<file path="src/ffba_pkg.sv">
`default_nettype none

package ffba_pkg;

	localparam int TABLE_ENTRIES_DEF = 64;
	localparam int ADDRESS_BITS_DEF  = 24;
	localparam int FIELD_BITS        = 24;

	localparam logic [FIELD_BITS-1:0] POOL_RESET = 24'd65536;

	localparam logic FUNC_ALLOC = 1'b0;
	localparam logic FUNC_FREE  = 1'b1;

	typedef enum logic [1:0] {
		ST_DONE     = 2'd0,
		ST_NO_FIT   = 2'd1,
		ST_NO_MATCH = 2'd2
	} status_t;

	// entry test applied to the beat coming back from the table
	typedef enum logic [1:0] {
		MATCH_FIT,
		MATCH_EMPTY,
		MATCH_START
	} match_t;

	typedef enum logic [2:0] {
		WR_NONE,
		WR_CLEAR,
		WR_FREE,
		WR_SPARE,
		WR_CHOSEN
	} wr_sel_t;

	typedef enum logic [2:0] {
		S_CLEAR,
		S_IDLE,
		S_ALLOC_SCAN,
		S_EMPTY_BEGIN,
		S_EMPTY_SCAN,
		S_WR_SPARE,
		S_WR_CHOSEN,
		S_FREE_SCAN
	} state_t;

	typedef struct packed {
		logic    load_req;
		logic    scan_begin;
		logic    scan_from_hit;
		logic    scan_run;
		match_t  match_mode;
		logic    latch_hit;
		logic    latch_spare;
		logic    clr_begin;
		wr_sel_t wr_sel;
		logic    res_valid;
		status_t res_status;
	} dp_cmd_t;

	typedef struct packed {
		logic hit;
		logic scan_last;
		logic clr_last;
		logic found;
	} dp_stat_t;

endpackage

`default_nettype wire

</file>
<file path="src/ffba_ram.sv">
`default_nettype none

module ffba_ram #(
	parameter int WIDTH = 49,
	parameter int DEPTH = 64
) (
	input  wire logic                     clk,
	input  wire logic                     we,
	input  wire logic [$clog2(DEPTH)-1:0] waddr,
	input  wire logic [WIDTH-1:0]         wdata,
	input  wire logic                     re,
	input  wire logic [$clog2(DEPTH)-1:0] raddr,
	output logic      [WIDTH-1:0]         rdata
);

	logic [WIDTH-1:0] mem_q [DEPTH];

	always_ff @(posedge clk) begin
		if (we) begin
			mem_q[waddr] <= wdata;
		end
		if (re) begin
			rdata <= mem_q[raddr];
		end
	end

endmodule

`default_nettype wire

</file>
<file path="src/ffba_datapath.sv">
`default_nettype none

module ffba_datapath
	import ffba_pkg::*;
#(
	parameter int TABLE_ENTRIES = TABLE_ENTRIES_DEF,
	parameter int ADDRESS_BITS  = ADDRESS_BITS_DEF
) (
	input  wire logic                  clk,
	input  wire logic                  arst_n,
	input  wire dp_cmd_t               cmd,
	output dp_stat_t                   stat,
	input  wire logic                  func,
	input  wire logic [FIELD_BITS-1:0] amount,
	input  wire logic [FIELD_BITS-1:0] free_address,
	input  wire logic                  cfg_we,
	input  wire logic [FIELD_BITS-1:0] cfg_data,
	output logic                       done,
	output logic [1:0]                 status,
	output logic [FIELD_BITS-1:0]      block_address
);

	localparam int AW = ADDRESS_BITS;
	localparam int IW = $clog2(TABLE_ENTRIES);
	localparam int WW = 2 * AW + 1;
	localparam logic [IW-1:0] LAST_IDX  = IW'(TABLE_ENTRIES - 1);
	localparam logic [IW:0]   SCAN_END  = (IW + 1)'(TABLE_ENTRIES);

	// word layout: used, length, start
	logic [WW-1:0] rdata, wdata;
	logic [IW-1:0] waddr;
	logic          we, issue;
	logic [AW-1:0] rd_start, rd_len;
	logic          rd_used;

	logic          func_q;
	logic [AW-1:0] amt_q, faddr_q, base_q, len_q;
	logic [IW-1:0] hit_idx_q, spare_idx_q, clr_q, idx_s1;
	logic [IW:0]   rd_q;
	logic          vld_s1, spare_found_q, found_q;
	logic [FIELD_BITS-1:0] pool_q;

	logic          done_q;
	logic [1:0]    status_q;
	logic [FIELD_BITS-1:0] block_address_q;

	logic [63:0]   amount_wide, faddr_wide, pool_wide, base_wide;
	logic [AW-1:0] split_start, split_len, match_hit_unused;
	logic          cond;

	assign amount_wide = 64'(amount);
	assign faddr_wide  = 64'(free_address);
	assign pool_wide   = 64'(pool_q);
	assign base_wide   = 64'(base_q);

	assign rd_start = rdata[AW-1:0];
	assign rd_len   = rdata[2*AW-1:AW];
	assign rd_used  = rdata[2*AW];

	assign split_start = base_q + amt_q;
	assign split_len   = len_q - amt_q;
	assign match_hit_unused = '0;

	assign issue = cmd.scan_run && (rd_q < SCAN_END);

	ffba_ram #(
		.WIDTH(WW),
		.DEPTH(TABLE_ENTRIES)
	) u_table (
		.clk   (clk),
		.we    (we),
		.waddr (waddr),
		.wdata (wdata),
		.re    (issue),
		.raddr (rd_q[IW-1:0]),
		.rdata (rdata)
	);

	always_comb begin
		case (cmd.match_mode)
			MATCH_FIT:   cond = !rd_used && (rd_len >= amt_q);
			MATCH_EMPTY: cond = !rd_used && (rd_len == match_hit_unused);
			MATCH_START: cond = (rd_start == faddr_q);
			default:     cond = 1'b0;
		endcase
	end

	assign stat.hit       = vld_s1 && cond;
	assign stat.scan_last = vld_s1 && (idx_s1 == LAST_IDX);
	assign stat.clr_last  = (clr_q == LAST_IDX);
	assign stat.found     = found_q;

	always_comb begin
		we    = 1'b0;
		waddr = clr_q;
		wdata = '0;
		case (cmd.wr_sel)
			WR_CLEAR: begin
				we    = 1'b1;
				waddr = clr_q;
				wdata = {1'b0, (clr_q == '0) ? pool_wide[AW-1:0] : {AW{1'b0}}, {AW{1'b0}}};
			end
			WR_FREE: begin
				we    = 1'b1;
				waddr = idx_s1;
				wdata = {1'b0, rd_len, rd_start};
			end
			WR_SPARE: begin
				we    = 1'b1;
				waddr = spare_idx_q;
				wdata = {1'b0, split_len, split_start};
			end
			WR_CHOSEN: begin
				// a spare landing on the chosen entry has already moved its start
				we    = 1'b1;
				waddr = hit_idx_q;
				wdata = {1'b1, amt_q,
					(spare_found_q && (spare_idx_q == hit_idx_q)) ? split_start : base_q};
			end
			default: begin
				we = 1'b0;
			end
		endcase
	end

	always_ff @(posedge clk or negedge arst_n) begin
		if (!arst_n) begin
			pool_q        <= POOL_RESET;
			clr_q         <= '0;
			rd_q          <= '0;
			vld_s1        <= 1'b0;
			spare_found_q <= 1'b0;
			found_q       <= 1'b0;
			done_q        <= 1'b0;
		end else begin
			if (cfg_we) pool_q <= cfg_data;

			if (cmd.clr_begin) clr_q <= '0;
			else if (cmd.wr_sel == WR_CLEAR) clr_q <= clr_q + 1'b1;

			if (cmd.scan_begin) begin
				rd_q   <= cmd.scan_from_hit ? {1'b0, hit_idx_q} : '0;
				vld_s1 <= 1'b0;
			end else begin
				if (issue) rd_q <= rd_q + 1'b1;
				vld_s1 <= issue;
			end

			if (cmd.load_req) begin
				spare_found_q <= 1'b0;
				found_q       <= 1'b0;
			end else begin
				if (cmd.latch_spare) spare_found_q <= 1'b1;
				if (cmd.wr_sel == WR_FREE) found_q <= 1'b1;
			end

			done_q <= cmd.res_valid;
		end
	end

	always_ff @(posedge clk) begin
		idx_s1 <= rd_q[IW-1:0];
		if (cmd.load_req) begin
			func_q  <= func;
			amt_q   <= amount_wide[AW-1:0];
			faddr_q <= faddr_wide[AW-1:0];
		end
		if (cmd.latch_hit) begin
			hit_idx_q <= idx_s1;
			base_q    <= rd_start;
			len_q     <= rd_len;
		end
		if (cmd.latch_spare) spare_idx_q <= idx_s1;
		if (cmd.res_valid) begin
			status_q <= cmd.res_status;
			block_address_q <= (cmd.res_status == ST_DONE && func_q == FUNC_ALLOC)
				? base_wide[FIELD_BITS-1:0] : '0;
		end
	end

	assign done          = done_q;
	assign status        = status_q;
	assign block_address = block_address_q;

endmodule

`default_nettype wire

</file>
<file path="config.mk">
export PLATFORM = sky130hd
export DESIGN_NAME = ffba_datapath
export DESIGN_NICKNAME = d
export VERILOG_FILES = /design/src/ffba_pkg.sv /design/src/ffba_ram.sv /design/src/ffba_datapath.sv
export SDC_FILE = /design/constraint.sdc
export NUM_CORES = 2
export LEC_CHECK = 0
export BUFFER_PORTS_ARGS = -buffer_cell sky130_fd_sc_hd__buf_2
export CAP_MARGIN = 20
export CORE_UTILIZATION = 50
export CTS_CLUSTER_SIZE = 20
export DETAILED_ROUTE_END_ITERATION = 12
export HOLD_SLACK_MARGIN = 0.06
export PLACE_DENSITY = 0.68
export SLEW_MARGIN = 20
export SYNTH_ARGS = -nofsm -noshare
export SYNTH_HDL_FRONTEND = slang
export SYNTH_HIERARCHICAL = 1
export SYNTH_SLANG_ARGS = --single-unit
</file>
<file path="constraint.sdc">
create_clock -name clk -period 15.8 [get_ports clk]
set_input_delay 1.58 -clock clk [delete_from_list [all_inputs] [get_ports clk]]
set_output_delay 1.58 -clock clk [all_outputs]
set_load 0.02 [all_outputs]
</file>
==> impl_metrics.json <==
{
  "status": "complete, no violations",
  "grt-ovfl-total": 0,
  "rsz0062_at_grt": "false",
  "r2r_cells": 8,
  "final_cell_mix": "edfxtp_1, mux4_2, clkbuf_16",
  "cts_tree": "yes",
  "post_dp_cell_area_um2": 137000,
  "maxSlewViolCount": 0,
  "p_leak_nw": 46.6,
  "path_common_cell": "buf_4",
  "die_area_um2": 264000,
  "stdcell_count": 10300,
  "htree_levels": 5,
  "hold_viol": 0,
  "fin_util_pct": 56.9,
  "ir_drop_mv": 0.147,
  "ff2ff_setup_slack_ps": 10360,
  "syn_nets": 6391,
  "antenna_left": 0,
  "place.gp.congestion": 0.908,
  "hold_path_class": "reg2reg",
  "start_util_pct": 50.3,
  "cp_slowest_cell": "buf_4",
  "cp.required_ps": 16510,
  "io_pins": 122,
  "regArea_um2": 101000,
  "clockBufferDepth": 4,
  "path_max_fanout": 41,
  "synth_cells": 6225,
  "synth_edf_count": 3320,
  "netlist.area_leader.share_pct": 76.2,
  "ctsHoldBuffers": 0,
  "drc": 0,
  "finalSetupViolCount": 0,
  "worstMarginPinSlew_ps": 1280,
  "busiest_layer": "met2",
  "power_density_nw_per_um2": 141,
  "die_height_um": 514,
  "grt_max_degree": 105,
  "routed_via_density": 6.53,
  "synthDistinctLibCells": 73,
  "syn2layout_area_growth_pct": 13.1,
  "cp-start-kind": "flop",
  "cpPeakStageDelay_ps": 800,
  "antenna_found_initial": 23,
  "crit_start": "rd_q[0]",
  "cts.clk_slew.worst_paths_ps": 60,
  "numCtsBuffers": 346,
  "place_inst": 9709,
  "drive_above_1_share_pct": 25.0,
  "port_buffers": 121,
  "synth-main-ff-cell": "edfxtp_1",
  "rr_startpoint": "rd_q[0]",
  "fillers": 18600,
  "setup.worst_path.end_class": "flop",
  "vias": 67400,
  "nets": 6731,
  "wire_per_inst_um": 34.4,
  "met2_usage_pct": 41.4,
  "layout_min_cycle_time_ps": 5440,
  "ys_seq_area_share_pct": 77.1,
  "cts_resized": 0,
  "first_pass_iters": 6,
  "clk_latency_ps": 990,
  "fmax_ghz": 0.184,
  "crit_type": "reg2reg",
  "period_share_pct": 34.4,
  "async_flop_share_pct": 1.22,
  "wl_um": 355000,
  "num_rows": 187,
  "hold_path_depth": 0,
  "cts_root_buf": "clkbuf_16",
  "grt_pass1_vias": 66200,
  "drt-initial-drc-count": 10100,
  "syn_avg_cell_area_um2": 21.0,
  "grt_pass1_wl_um": 501000,
  "ys_ff_latch": 3367,
  "timing.rr.end": "u_table/rdata[29]",
  "max-slew-margin-rel_pct": 14.9,
  "synth_top_cell_by_area": "edfxtp_1",
  "syn_area_um2": 131000,
  "fp.dieW_um": 514,
  "cts_setup_buffers": 0,
  "drv_cap": 0,
  "tns_ps": 0,
  "synth_area_leaders": "edfxtp_1, mux4_2, dfrtp_1",
  "crit_chain": "buf_4 > buf_4 > buf_4 > buf_4 > mux4_2 > a22oi_1 > nand4_1 > and3_1",
  "arrival_ps": 6150,
  "crit_path_end": "u_table/rdata[29]",
  "ys.warnings.count": 6,
  "multi_input_area_um2": 29200,
  "layout_commonest_cell": "edfxtp_1",
  "use_met1_pct": 37.4,
  "core_um2": 260000,
  "cts_sinks": 3367,
  "detailed_place_hpwl_um": 203000,
  "met3_usage_pct": 7.99,
  "finClkSkew_ps": 71.3,
  "final_area_um2": 148000,
  "track_usage_pct": 27.0
}
-- registers in the layout, summed over array words and instances, names as in the netlist --
| name | cells |
|---|---|
| spare_found_q | 1 |
| done | 1 |
| status | 2 |
| found_q | 1 |
| pool_q | 24 |
| faddr_q | 24 |
| spare_idx_q | 6 |
| hit_idx_q | 6 |
| u_table/mem_q | 3136 |
| vld_s1 | 1 |
| u_table/rdata | 49 |
| amt_q | 24 |
| base_q | 24 |
| len_q | 24 |
| clr_q | 6 |
| rd_q | 7 |
| block_address | 24 |
| func_q | 1 |
| idx_s1 | 6 |
-- power by group --
part	leakage, nW	internal [mW]	switching [mW]
clock network	5.35	4.73	3.31
logic	10.1	0.852	1.63
registers	31.1	10.2	0.166
-- logic make-up (layout without fill, tap and decap cells) --
logic type / after synthesis / count (layout) / synth area share (%)
mux: 864 / 864 / 13.7
xor+xnor: 79 / 79 / 0.529
buf+inv: 380 / 970 / 1.44
flops: 3367 / 3367 / 77.1
other cells: 0 / 11 / 0
compound gates: 665 / 665 / 3.51
simple gates: 795 / 795 / 3.00
fa+ha+maj: 75 / 75 / 0.729
-- critical path: cells and delay by family, from the launching register on --
kind	cells	cell delay [ps]
simple gates	2	570
buf+inv	4	2830
flops	1	790
compound gates	1	220
mux	1	570
-- synth_stat cells (51+ instances only) --
master / count
mux4_2: 743
ha_1: 73
clkbuf_1: 160
a211oi_1: 51
a21oi_1: 104
a22oi_1: 114
nor2_1: 133
mux2i_1: 97
and2_1: 51
nand3_1: 106
buf_2: 90
o221ai_1: 79
edfxtp_1: 3320
nand4_1: 96
o21ai_0: 93
nand2_1: 242
o22ai_1: 88
-- cell type report --
class / instances / share of cell area, %
Clock inverter: 175 / 1.28
Multi-Input combinational cell: 2478 / 19.7
Sequential cell: 3367 / 68.1
Tap cell: 3496 / 2.96
Inverter: 43 / 0.110
Antenna cell: 11 / 0.0186
Timing Repair Buffer: 329 / 1.62
Clock buffer: 423 / 6.15
-- metrics by stage --
| stage | total power, mW | hold slack (ps) | setup WS (ps) |
|---|---|---|---|
| finish | 20.9 | 502 | 10360 |
| detailed placement | 13.0 | 481 | 9280 |
| CTS | 20.9 | 498 | 10230 |
| global placement | 13.0 | 488 | 9300 |
| global route | 21.4 | 513 | 9920 |
| floorplan | 12.0 | 398 | 8240 |
-- worst min-delay path by stage --
stage | start | end | slack [ps]
6_report | idx_s1[1] | hit_idx_q[1] | 500
2_1_floorplan | rd_q[1] | idx_s1[1] | 400
3_5_place_dp | idx_s1[3] | spare_idx_q[3] | 480
4_1_cts | idx_s1[3] | hit_idx_q[3] | 500
3_3_place_gp | idx_s1[1] | spare_idx_q[1] | 490
5_1_grt | idx_s1[1] | hit_idx_q[1] | 510
-- per-layer routing --
metal	wire, um	share of wire (%)	vias up
met3	44800	13	616
met5	67	0.019	-
met4	11000	3.1	12
li1	-	-	26800
met2	166000	47	4176
met1	133000	38	35800
(Power assumes the default switching activity.)
