`config.mk`:
```
export PLATFORM = sky130hd
export DESIGN_NAME = ffba_ctrl
export DESIGN_NICKNAME = d
export VERILOG_FILES = /design/src/ffba_pkg.sv /design/src/ffba_ctrl.sv
export SDC_FILE = /design/constraint.sdc
export NUM_CORES = 1
export LEC_CHECK = 0
export BUFFER_PORTS_ARGS = -buffer_cell sky130_fd_sc_hd__buf_4
export CAP_MARGIN = 20
export CELL_PAD_IN_SITES_DETAIL_PLACEMENT = 0
export CELL_PAD_IN_SITES_GLOBAL_PLACEMENT = 1
export CORE_MARGIN = 8
export CORE_UTILIZATION = 24
export DETAILED_ROUTE_END_ITERATION = 12
export MAX_ROUTING_LAYER = met4
export PLACE_DENSITY_LB_ADDON = 0.1
export REMOVE_ABC_BUFFERS = 1
export SKIP_LAST_GASP = 1
export SLEW_MARGIN = 20
export SYNTH_ARGS = -nofsm -noshare
export SYNTH_HDL_FRONTEND = slang
export SYNTH_SLANG_ARGS = --single-unit
```
`constraint.sdc`:
```
create_clock -name clk -period 1.26 [get_ports clk]
set_clock_uncertainty 0.1 [all_clocks]
set_input_delay 0.126 -clock clk [delete_from_list [all_inputs] [get_ports clk]]
set_output_delay 0.126 -clock clk [all_outputs]
set_load 0.01 [all_outputs]
```
`src/ffba_pkg.sv`:
```
`default_nettype none

package ffba_pkg;

	localparam int TABLE_ENTRIES_DEF = 64;
	localparam int ADDRESS_BITS_DEF  = 24;
	localparam int FIELD_BITS        = 24;

	localparam logic [FIELD_BITS-1:0] POOL_RESET = 24'd65536;

	localparam logic FUNC_ALLOC = 1'b0;
	localparam logic FUNC_FREE  = 1'b1;

	typedef enum logic [1:0] {
		ST_DONE     = 2'd0,
		ST_NO_FIT   = 2'd1,
		ST_NO_MATCH = 2'd2
	} status_t;

	// entry test applied to the beat coming back from the table
	typedef enum logic [1:0] {
		MATCH_FIT,
		MATCH_EMPTY,
		MATCH_START
	} match_t;

	typedef enum logic [2:0] {
		WR_NONE,
		WR_CLEAR,
		WR_FREE,
		WR_SPARE,
		WR_CHOSEN
	} wr_sel_t;

	typedef enum logic [2:0] {
		S_CLEAR,
		S_IDLE,
		S_ALLOC_SCAN,
		S_EMPTY_BEGIN,
		S_EMPTY_SCAN,
		S_WR_SPARE,
		S_WR_CHOSEN,
		S_FREE_SCAN
	} state_t;

	typedef struct packed {
		logic    load_req;
		logic    scan_begin;
		logic    scan_from_hit;
		logic    scan_run;
		match_t  match_mode;
		logic    latch_hit;
		logic    latch_spare;
		logic    clr_begin;
		wr_sel_t wr_sel;
		logic    res_valid;
		status_t res_status;
	} dp_cmd_t;

	typedef struct packed {
		logic hit;
		logic scan_last;
		logic clr_last;
		logic found;
	} dp_stat_t;

endpackage

`default_nettype wire

```
`src/ffba_ctrl.sv`:
```
`default_nettype none

module ffba_ctrl
	import ffba_pkg::*;
(
	input  wire logic     clk,
	input  wire logic     arst_n,
	input  wire logic     start,
	input  wire logic     func,
	input  wire logic     cfg_we,
	input  wire dp_stat_t stat,
	output dp_cmd_t       cmd,
	output logic          busy
);

	state_t state_q, state_d;
	logic   accept;

	assign busy   = (state_q != S_IDLE) || cfg_we;
	assign accept = start && !busy;

	always_ff @(posedge clk or negedge arst_n) begin
		if (!arst_n) begin
			state_q <= S_CLEAR;
		end else begin
			state_q <= state_d;
		end
	end

	// next state
	always_comb begin
		state_d = state_q;
		if (cfg_we) begin
			state_d = S_CLEAR;
		end else begin
			case (state_q)
				S_CLEAR: begin
					if (stat.clr_last) state_d = S_IDLE;
				end
				S_IDLE: begin
					if (accept) state_d = (func == FUNC_FREE) ? S_FREE_SCAN : S_ALLOC_SCAN;
				end
				S_ALLOC_SCAN: begin
					if (stat.hit) state_d = S_EMPTY_BEGIN;
					else if (stat.scan_last) state_d = S_IDLE;
				end
				S_EMPTY_BEGIN: begin
					state_d = S_EMPTY_SCAN;
				end
				S_EMPTY_SCAN: begin
					if (stat.hit) state_d = S_WR_SPARE;
					else if (stat.scan_last) state_d = S_WR_CHOSEN;
				end
				S_WR_SPARE: begin
					state_d = S_WR_CHOSEN;
				end
				S_WR_CHOSEN: begin
					state_d = S_IDLE;
				end
				S_FREE_SCAN: begin
					if (stat.scan_last) state_d = S_IDLE;
				end
				default: begin
					state_d = S_CLEAR;
				end
			endcase
		end
	end

	// outputs
	always_comb begin
		cmd = '{
			load_req:      1'b0,
			scan_begin:    1'b0,
			scan_from_hit: 1'b0,
			scan_run:      1'b0,
			match_mode:    MATCH_FIT,
			latch_hit:     1'b0,
			latch_spare:   1'b0,
			clr_begin:     1'b0,
			wr_sel:        WR_NONE,
			res_valid:     1'b0,
			res_status:    ST_DONE
		};
		if (cfg_we) begin
			cmd.clr_begin = 1'b1;
		end else begin
			case (state_q)
				S_CLEAR: begin
					cmd.wr_sel = WR_CLEAR;
				end
				S_IDLE: begin
					if (accept) begin
						cmd.load_req   = 1'b1;
						cmd.scan_begin = 1'b1;
					end
				end
				S_ALLOC_SCAN: begin
					cmd.scan_run   = 1'b1;
					cmd.match_mode = MATCH_FIT;
					cmd.latch_hit  = stat.hit;
					if (!stat.hit && stat.scan_last) begin
						cmd.res_valid  = 1'b1;
						cmd.res_status = ST_NO_FIT;
					end
				end
				S_EMPTY_BEGIN: begin
					cmd.scan_begin    = 1'b1;
					cmd.scan_from_hit = 1'b1;
				end
				S_EMPTY_SCAN: begin
					cmd.scan_run    = 1'b1;
					cmd.match_mode  = MATCH_EMPTY;
					cmd.latch_spare = stat.hit;
				end
				S_WR_SPARE: begin
					cmd.wr_sel = WR_SPARE;
				end
				S_WR_CHOSEN: begin
					cmd.wr_sel     = WR_CHOSEN;
					cmd.res_valid  = 1'b1;
					cmd.res_status = ST_DONE;
				end
				S_FREE_SCAN: begin
					cmd.scan_run   = 1'b1;
					cmd.match_mode = MATCH_START;
					if (stat.hit) cmd.wr_sel = WR_FREE;
					if (stat.scan_last) begin
						cmd.res_valid  = 1'b1;
						cmd.res_status = (stat.found || stat.hit) ? ST_DONE : ST_NO_MATCH;
					end
				end
				default: begin
					cmd.wr_sel = WR_NONE;
				end
			endcase
		end
	end

endmodule

`default_nettype wire

```
==> metrics.yaml, run 1 <==
drt:
  dr.pass1.iters: 4
  drtIter0Drc: 6
  post-route-drc-count: 0
  vias_per_cell: 5.13
  drt_wl_total_um: 1640
  ant_nets: 0
  vias: 575
  post_drt_wl_per_cell_um: 14.6
floorplan:
  fp-row-count: 15
  die_w_um: 57.2
  die_height_um: 57.2
  num_io_pins: 25
  start_util: 0.244
  core_mm2: 0.00167
  design.die.area_mm2: 0.00327
power_and_ir_drop:
  p_per_area_mw_per_mm2: 770
  pwr-share-clk: 0.290
  p_leak_uw: 0.000371
  p_seq_frac: 0.207
  p_sw_uw: 227
  combPwrFrac: 0.502
  ir_worst_vdd_mv: 0.437
  p_int_uw: 406
  swShare: 0.358
clocking:
  cts_buffers: 3
  clock_path_buffers: 2
  clk_pin_slew_ns: 0.04
  cts.htree.levels: 1
  cts_tree: "done"
  cts_sinks: 3
  clockRootBuffer: "clkbuf_4"
  clk_latency_ns: 0.25
setup_path:
  timing.rr.start: "state_q[1]$_DFFE_PN0P_"
  r2r_cells: 4
  rrSetupSlack_ns: -0.20
  cp.required_ns: 1.03
  critPathKind: "reg -> out"
  reg2reg_to: "state_q[1]$_DFFE_PN0P_"
  end_kind: "output pin"
  crit_fanout: 6
  start_kind: "flip-flop"
  crit_arrival_ns: 1.27
synthesis:
  synth_seq_cells: 3
  mappedNetlistArea_um2: 408
  synthCells: 57
  synth.distinct_cells: 27
  ys_top_cells_by_count: "nor2_1, nand2_1"
  syn_avg_cell_area_um2: 7.16
  synthMostInstantiatedCell: "nor2_1"
  synth_top_area_frac: 0.184
  yosys-top-cells-area: "dfrtp_1, nor2_1, nand2_1"
  synth_warnings: 0
  async_flop_share: 1.00
  ys_seq_area_frac: 0.184
  synth_enable_flop_cells: 0
  synth_ff_type: "dfrtp_1"
  yosysTopAreaCell: "dfrtp_1"
global_routing:
  grt_pass1_wl_um: 2550
  grt_start_max_net_pins: 9
  grt-ovfl-total: 0
  track_usage: 0.102
  grt_pass1_vias: 581
  antenna_found_initial: 0
sta:
  tightest_slew_ns: 0.294
  setup_viol: 18
  period_share: 1.19
  hold_slack_ns: 0.0186
  rsz0062_at_grt: "true"
  setup_slack_ns: -0.234
  period_minus_slack_ns: 1.49
  slew_violations: 0
  maxSlewHeadroom: 0.802
  fmax_mhz: 669
  report.final.hold_viol_count: 0
placement:
  place_inst: 102
  portBuffers: 24
  place_area_um2: 643
  place_ws_ns: -0.0913
  hpwl_um: 1160
  gp_congestion: 0.738
finish:
  final_cell_area_um2: 822
  reg.largest.list: "state_q: 3 flops"
  regMostFlops: "state_q"
  largest_reg_flops: 3
  post-route-util: 0.492
  drive_above_1_share: 0.642
  area_delta_synth_final_pct: 102
  fin_cells: 112
  antenna_cells: 0
  fin_nets: 105
min_path:
  hold_end: "state_q[2]$_DFFE_PN0P_"
  hp-start: "cfg_we"
  hold_depth: 2
  hold_path_class: "in -> reg"
run_status:
  outcome: "complete, but fails checks"
  violations: "negative setup slack"
flow_run:
  maxCapViolations: 0
cells in the final DEF, fill, tap and decap left out, types with 2 or more instances in the layout:
cell,n
a211oi_2,3
buf_4,32
buf_6,7
clkbuf_4,3
dfrtp_2,3
nand2_1,4
nand2b_1,3
nand2b_4,2
nor2_1,10
nor2b_1,2
nor3_1,2
nor4_1,2
o21ai_2,3
per-layer routing:
metal / vias to the layer above / routed length, µm / part of all wire / GRT usage
li1: 281 / - / - / -
met1: 270 / 724 / 0.44 / 0.109
met2: 22 / 788 / 0.48 / 0.167
met3: 2 / 94 / 0.057 / 0.0202
met4: 0 / 31 / 0.019 / 0.0643
met5: - / 0 / 0 / -
worst max path at each step:
stage / start / end / slack [ns]
after floorplan: state_q[0]$_DFFE_PN0P_ / cmd[1] / -0.16
after global placement: state_q[0]$_DFFE_PN0P_ / cmd[1] / -0.09
after detailed placement: state_q[2]$_DFFE_PN0P_ / state_q[1]$_DFFE_PN0P_ / -0.09
after CTS: state_q[0]$_DFFE_PN0P_ / cmd[11] / -0.24
after global routing: state_q[0]$_DFFE_PN0P_ / cmd[11] / -0.29
final: state_q[0]$_DFFE_PN0P_ / cmd[11] / -0.23
area by class of cell:
type | instances | area (µm²)
Fill cell | 168 | 848
Clock buffer | 4 | 26.3
Timing Repair Buffer | 40 | 329
Tap cell | 17 | 21.3
Inverter | 2 | 7.51
Sequential cell | 3 | 78.8
Multi-Input combinational cell | 46 | 359
power groups by stage:
stage	Sequential [µW]	Combinational (µW)	Clock [µW]
after detailed placement	122	237	0
after global placement	123	241	0
after CTS	128	278	188
after global routing	134	342	184
after floorplan	130	102	0
final	131	318	184
metrics by stage:
stage	power, µW	setup TNS [ns]
floorplan	232	-0.499
global placement	364	-0.330
detailed placement	359	-0.190
CTS	594	-3.02
global route	660	-4.20
finish	633	-3.26
what timing repair did:
action                                  CTS  global route
gates resized for setup                  17            10
endpoints found under the hold margin     3             0
endpoints found under the setup margin   17            17
hold buffers                              1             0
pin swaps                                 4             3
buffers inserted                          1             4
critical path: stages, from the launching register on:
cell and delay (ns):
dfrtp_2 0.44, buf_6 0.14, xnor2_4 0.15, a2bb2oi_2 0.06, nor2_1 0.09, buf_4 0.13
cell families after synthesis:
kind of cell              synth area share
buffers and inverters                0.120
AOI/OAI and AO/OA                    0.282
xor gates and xnor gates            0.0430
and+or+nand+nor                      0.371
DFF                                  0.184
Power figures use the tool's default switching activity.
==> inputs of run 2 (changes only) <==
Settings changed: CORE_UTILIZATION 24 to 26.
Clock period 1.26 ns to 1.6 ns, I/O delays scaled along.
==> metrics.yaml, run 2 (synthesized netlist as in run 1, its figures left out) <==
power_and_ir_drop:
  p_per_area_mw_per_mm2: 618  # -20%
  combPwrFrac: 0.474  # -0.028
  p_seq_frac: 0.224  # +0.017
  pwr-share-clk: 0.302  # +0.012
  ir_worst_vdd_mv: 0.421  # -3.8%
  p_leak_uw: 0.000333  # -10%
  p_int_uw: 295  # -27%
  p_sw_uw: 155  # -32%
  swShare: 0.345  # -0.0136
sta:
  fmax_mhz: 660
  setup_viol: 0  # -18
  slew_violations: 0  # unchanged
  setup_tns_ns: 0  # +3.26 ns
  maxSlewHeadroom: 0.795  # -0.00730
  period_minus_slack_ns: 1.51
  setup_slack_ns: 0.0851  # +0.319 ns
  rsz0062_at_grt: "true"
  period_share: 0.947
  report.final.hold_viol_count: 0  # unchanged
  tightest_slew_ns: 0.305  # +0.0108 ns
floorplan:
  num_io_pins: 25  # unchanged
  die_height_um: 55.6  # -2.8%
  fp-row-count: 14  # -1
  die_w_um: 55.6  # -2.8%
  core_mm2: 0.00149  # -11%
  design.die.area_mm2: 0.00309  # -5.6%
  start_util: 0.274  # +0.0298
finish:
  final_cell_mix: "buf_4, nor2_1, nand2_1"
  largest_reg_flops: 3  # unchanged
  final_cell_area_um2: 729  # -11%
  fin_nets: 100  # -4.8%
  regMostFlops: "state_q"
  drive_above_1_share: 0.544  # -0.0977
  area_delta_synth_final_pct: 78.8
  antenna_cells: 0  # unchanged
  reg.largest.list: "state_q: 3 flops"
  fin_cells: 106  # -5.4%
  layout_commonest_cell: "buf_4"
run_status:
  outcome: "finished, final reports clean"
clocking:
  clock_path_buffers: 2  # unchanged
  clockRootBuffer: "clkbuf_4"
  clk_pin_slew_ns: 0.04  # about the same
  cts.htree.levels: 1  # unchanged
  cts_sinks: 3  # unchanged
  cts_tree: "done"
  clk_latency_ns: 0.23  # -0.02 ns
  cts_buffers: 3  # unchanged
flow_run:
  maxCapViolations: 0  # unchanged
placement:
  place_area_um2: 582  # -9.5%
  hpwl_um: 1040  # -10%
  gp_congestion: 0.754  # +2.1%
  portBuffers: 24  # unchanged
  place_ws_ns: 0.112  # +0.203 ns
  place_inst: 93  # -8.8%
drt:
  post_drt_wl_per_cell_um: 14.1  # -3.3%
  vias_per_cell: 5.06  # -1.5%
  vias: 536  # -6.8%
  drt_wl_total_um: 1500  # -8.5%
  post-route-drc-count: 0  # unchanged
  drtIter0Drc: 15  # +9
  ant_nets: 0  # unchanged
  dr.pass1.iters: 4  # unchanged
setup_path:
  crit_arrival_ns: 1.25  # -0.02 ns
  timing.rr.start: "state_q[0]$_DFFE_PN0P_"
  start_kind: "flip-flop"
  reg2reg_to: "state_q[1]$_DFFE_PN0P_"
  critPathKind: "reg -> out"
  end_kind: "output pin"
  r2r_cells: 4  # unchanged
  cp.required_ns: 1.34  # +0.31 ns
  rrSetupSlack_ns: 0.19  # +0.39 ns
  crit_fanout: 6  # unchanged
global_routing:
  grt-ovfl-total: 0  # unchanged
  antenna_found_initial: 0  # unchanged
  grt_pass1_vias: 511  # -12%
  grt_pass1_wl_um: 2350  # -7.9%
  track_usage: 0.0932  # -0.00832
  grt_start_max_net_pins: 12  # +3
min_path:
  hold_depth: 2  # unchanged
  hold_end: "state_q[2]$_DFFE_PN0P_"
  hp-start: "cfg_we"
  hold_path_class: "in -> reg"
-- run 2: metrics by stage --
| stage | hold WS (ns) | util | power [µW] |
|---|---|---|---|
| after floorplan | -0.236 | - | 183 |
| after global placement | -0.149 | 0.391 | 260 |
| after detailed placement | -0.151 | 0.391 | 259 |
| after CTS | 0.0825 | 0.437 | 413 |
| after global routing | 0.0897 | 0.490 | 491 |
| final | 0.0883 | 0.490 | 450 |
-- run 2: worst max path at each step --
| stage | slack [ns] | to | cells past startpoint | from |
|---|---|---|---|---|
| finish | 0.09 | cmd[11] | 5 | state_q[0]$_DFFE_PN0P_ |
| detailed placement | 0.11 | state_q[1]$_DFFE_PN0P_ | 3 | state_q[2]$_DFFE_PN0P_ |
| CTS | -0.02 | cmd[11] | 5 | state_q[0]$_DFFE_PN0P_ |
| global route | -0.02 | cmd[1] | 3 | state_q[0]$_DFFE_PN0P_ |
| global placement | 0.07 | state_q[1]$_DFFE_PN0P_ | 3 | state_q[2]$_DFFE_PN0P_ |
| floorplan | 0.15 | cmd[1] | 2 | state_q[0]$_DFFE_PN0P_ |
-- run 2: repair_timing --
| action | 4_1_cts | 5_1_grt |
|---|---|---|
| hold buffers | 1 | 0 |
| buffers inserted | 4 | 4 |
| pin swaps | 0 | 4 |
| endpoints found under the hold margin | 3 | 0 |
| resized for setup | 2 | 10 |
| endpoints found under the setup margin | 7 | 8 |
-- run 2: routing by layer --
layer / global-route usage / wire, µm / vias to the layer above
met1: 0.104 / 621 / 250
li1: - / - / 262
met2: 0.138 / 738 / 22
met4: 0.0528 / 14 / 0
met5: - / 0 / -
met3: 0.0365 / 124 / 2
-- run 2: worst max-delay path: stages (launching register included) --
cell and delay, ns:
dfrtp_2 0.43, buf_6 0.14, xnor2_2 0.13, a2bb2oi_2 0.12
nor2_1 0.05, buf_4 0.14
-- run 2: power groups by stage --
| stage | clock (µW) | combinational [µW] | sequential [µW] |
|---|---|---|---|
| final | 136 | 214 | 101 |
| after global routing | 157 | 232 | 102 |
| after CTS | 142 | 170 | 101 |
| after detailed placement | 0 | 155 | 104 |
| after global placement | 0 | 155 | 104 |
| after floorplan | 0 | 80.1 | 103 |
-- run 2: area by class of cell --
class,instances,area [µm²]
Fill cell,157,759
Multi-Input combinational cell,46,324
Timing Repair Buffer,35,273
Sequential cell,3,78.8
Clock buffer,4,26.3
Tap cell,16,20.0
Inverter,2,7.51
==> inputs of run 3 (changes only) <==
Clock period 1.6 ns to 1.4 ns, I/O delays scaled along.
==> metrics.yaml, run 3 (synthesized netlist as in run 1, its figures left out) <==
sta:
  maxSlewHeadroom: 0.780  # -0.0141
  fmax_mhz: 665
  setup_tns_ns: -0.522  # -0.522 ns
  period_minus_slack_ns: 1.50
  rsz0062_at_grt: "true"
  setup_viol: 14  # +14
  tightest_slew_ns: 0.326  # +0.0210 ns
  slew_violations: 0  # unchanged
  report.final.hold_viol_count: 0  # unchanged
  hold_slack_ns: 0.0911  # +0.00272 ns
  period_share: 1.07
  setup_slack_ns: -0.103  # -0.188 ns
power_and_ir_drop:
  p_leak_uw: 0.000336  # +0.94%
  p_int_uw: 334  # +13%
  pwr-share-clk: 0.296  # -0.006
  p_per_area_mw_per_mm2: 686  # +11%
  swShare: 0.349  # +0.00420
  p_seq_frac: 0.224  # about the same
  p_sw_uw: 179  # +15%
  combPwrFrac: 0.480  # +0.006
  ir_worst_vdd_mv: 0.460  # +9.3%
min_path:
  hold_end: "state_q[2]$_DFFE_PN0P_"
  hold_path_class: "in -> reg"
  hold_depth: 3  # +1
  hp-start: "func"
clocking:
  cts.htree.levels: 1  # unchanged
  cts_sinks: 3  # unchanged
  clockRootBuffer: "clkbuf_4"
  clk_pin_slew_ns: 0.04  # about the same
  clk_latency_ns: 0.23  # about the same
  clock_path_buffers: 2  # unchanged
  cts_tree: "done"
  cts_buffers: 3  # unchanged
setup_path:
  crit_arrival_ns: 1.26  # about the same
  crit_fanout: 5  # -1
  timing.rr.start: "state_q[0]$_DFFE_PN0P_"
  start_kind: "flip-flop"
  reg2reg_to: "state_q[1]$_DFFE_PN0P_"
  rrSetupSlack_ns: 0.04  # -0.15 ns
  cp.required_ns: 1.16  # -0.18 ns
  r2r_cells: 3  # -1
  end_kind: "output pin"
  critPathKind: "reg -> out"
global_routing:
  grt_pass1_vias: 539  # +5.5%
  track_usage: 0.0984  # +0.00520
  grt-ovfl-total: 0  # unchanged
  grt_start_max_net_pins: 12  # unchanged
  met1_usage: 0.107  # +0.00260
  grt_use_met2: 0.165  # +0.0272
  top_usage_layer: "met2"
  antenna_found_initial: 0  # unchanged
  grt.met3_usage: 0.0320  # -0.00457
  grt_pass1_wl_um: 2500  # +6.5%
floorplan:
  start_util: 0.274  # unchanged
  die_w_um: 55.6  # unchanged
  design.die.area_mm2: 0.00309  # unchanged
  die_height_um: 55.6  # unchanged
  fp-row-count: 14  # unchanged
  num_io_pins: 25  # unchanged
  core_mm2: 0.00149  # unchanged
drt:
  post-route-drc-count: 0  # unchanged
  ant_nets: 0  # unchanged
  drtIter0Drc: 14  # -1
  post_drt_wl_per_cell_um: 14.3  # +1.5%
  drt_wl_total_um: 1520  # +1.5%
  dr.pass1.iters: 4  # unchanged
  vias_per_cell: 4.92  # -2.8%
  vias: 521  # -2.8%
run_status:
  violations: "negative setup slack"
  outcome: "complete, but fails checks"
finish:
  layout_commonest_cell: "buf_4"
  fillers: 161  # +2.5%
  final_cell_mix: "buf_4, nor2_1, nand2_1"
  antenna_cells: 0  # unchanged
  reg.largest.list: "state_q: 3 flops"
  multi_input_area_um2: 339  # +4.6%
  fin_cells: 106  # unchanged
  fin_nets: 100  # unchanged
  largest_reg_flops: 3  # unchanged
  post-route-util: 0.503  # +0.0126
  drive_above_1_share: 0.578  # +0.0333
  seqCellArea_um2: 78.8  # unchanged
  area_delta_synth_final_pct: 83.4
  regMostFlops: "state_q"
placement:
  place_inst: 96  # +3.2%
  hpwl_um: 1110  # +7.0%
  gp_congestion: 0.819  # +8.6%
  portBuffers: 24  # unchanged
flow_run:
  maxCapViolations: 0  # unchanged
run 3: cell types whose count changed in the layout (fill, tap and decap cells not counted), moves of 2 or more:
cell | before | now
o21ai_0 | 2 | 0
o21ai_1 | 2 | 4
nor3_1 | 3 | 1
nor3_2 | 0 | 2
run 3: final cells by class:
cell class / count / share of cell area
Clock buffer: 4 / 0.0351
Inverter: 2 / 0.0100
Multi-Input combinational cell: 46 / 0.453
Sequential cell: 3 / 0.105
Tap cell: 16 / 0.0268
Timing Repair Buffer: 35 / 0.370
run 3: worst max-delay path, stage by stage (launching register included):
cell and delay (ns):
dfrtp_2 0.44, buf_6 0.15, xnor2_2 0.12, a2bb2oi_1 0.13, nor2_1 0.05, buf_4 0.14
run 3: what timing repair did:
action                     4_1_cts  5_1_grt
setup endpoints to repair       16       17
gates resized for setup         14        6
buffers inserted                 4        1
hold buffers                     1        0
hold endpoints to repair         3        0
pin swaps                        1        4
run 3: per-layer routing:
layer | up-vias | share of wire
met5 | - | 0
met4 | 0 | 0
met3 | 0 | 0.066
met2 | 13 | 0.50
met1 | 245 | 0.43
li1 | 263 | -
run 3: power by group through the flow:
stage | Combinational [µW] | Sequential [µW] | Clock [µW]
final | 246 | 115 | 152
after global routing | 267 | 116 | 168
after CTS | 232 | 114 | 162
after detailed placement | 196 | 113 | 0
after global placement | 198 | 112 | 0
after floorplan | 91.6 | 117 | 0
run 3: through the flow:
step                cell area (µm²)  power [µW]  setup WS (ns)
CTS                             719         507         -0.105
global placement                604         310         0.0173
global route                    748         551         -0.169
detailed placement              604         309        -0.0117
finish                          748         514         -0.103
floorplan                       367         209        -0.0347
run 3: worst max path at each step:
stage | startpoint | endpoint | slack, ns | cells past startpoint
finish | state_q[0]$_DFFE_PN0P_ | cmd[11] | -0.10 | 5
global route | state_q[0]$_DFFE_PN0P_ | cmd[11] | -0.17 | 5
CTS | state_q[0]$_DFFE_PN0P_ | cmd[11] | -0.10 | 5
detailed placement | state_q[2]$_DFFE_PN0P_ | state_q[1]$_DFFE_PN0P_ | -0.01 | 3
global placement | state_q[2]$_DFFE_PN0P_ | state_q[1]$_DFFE_PN0P_ | 0.02 | 3
floorplan | state_q[0]$_DFFE_PN0P_ | cmd[1] | -0.03 | 2
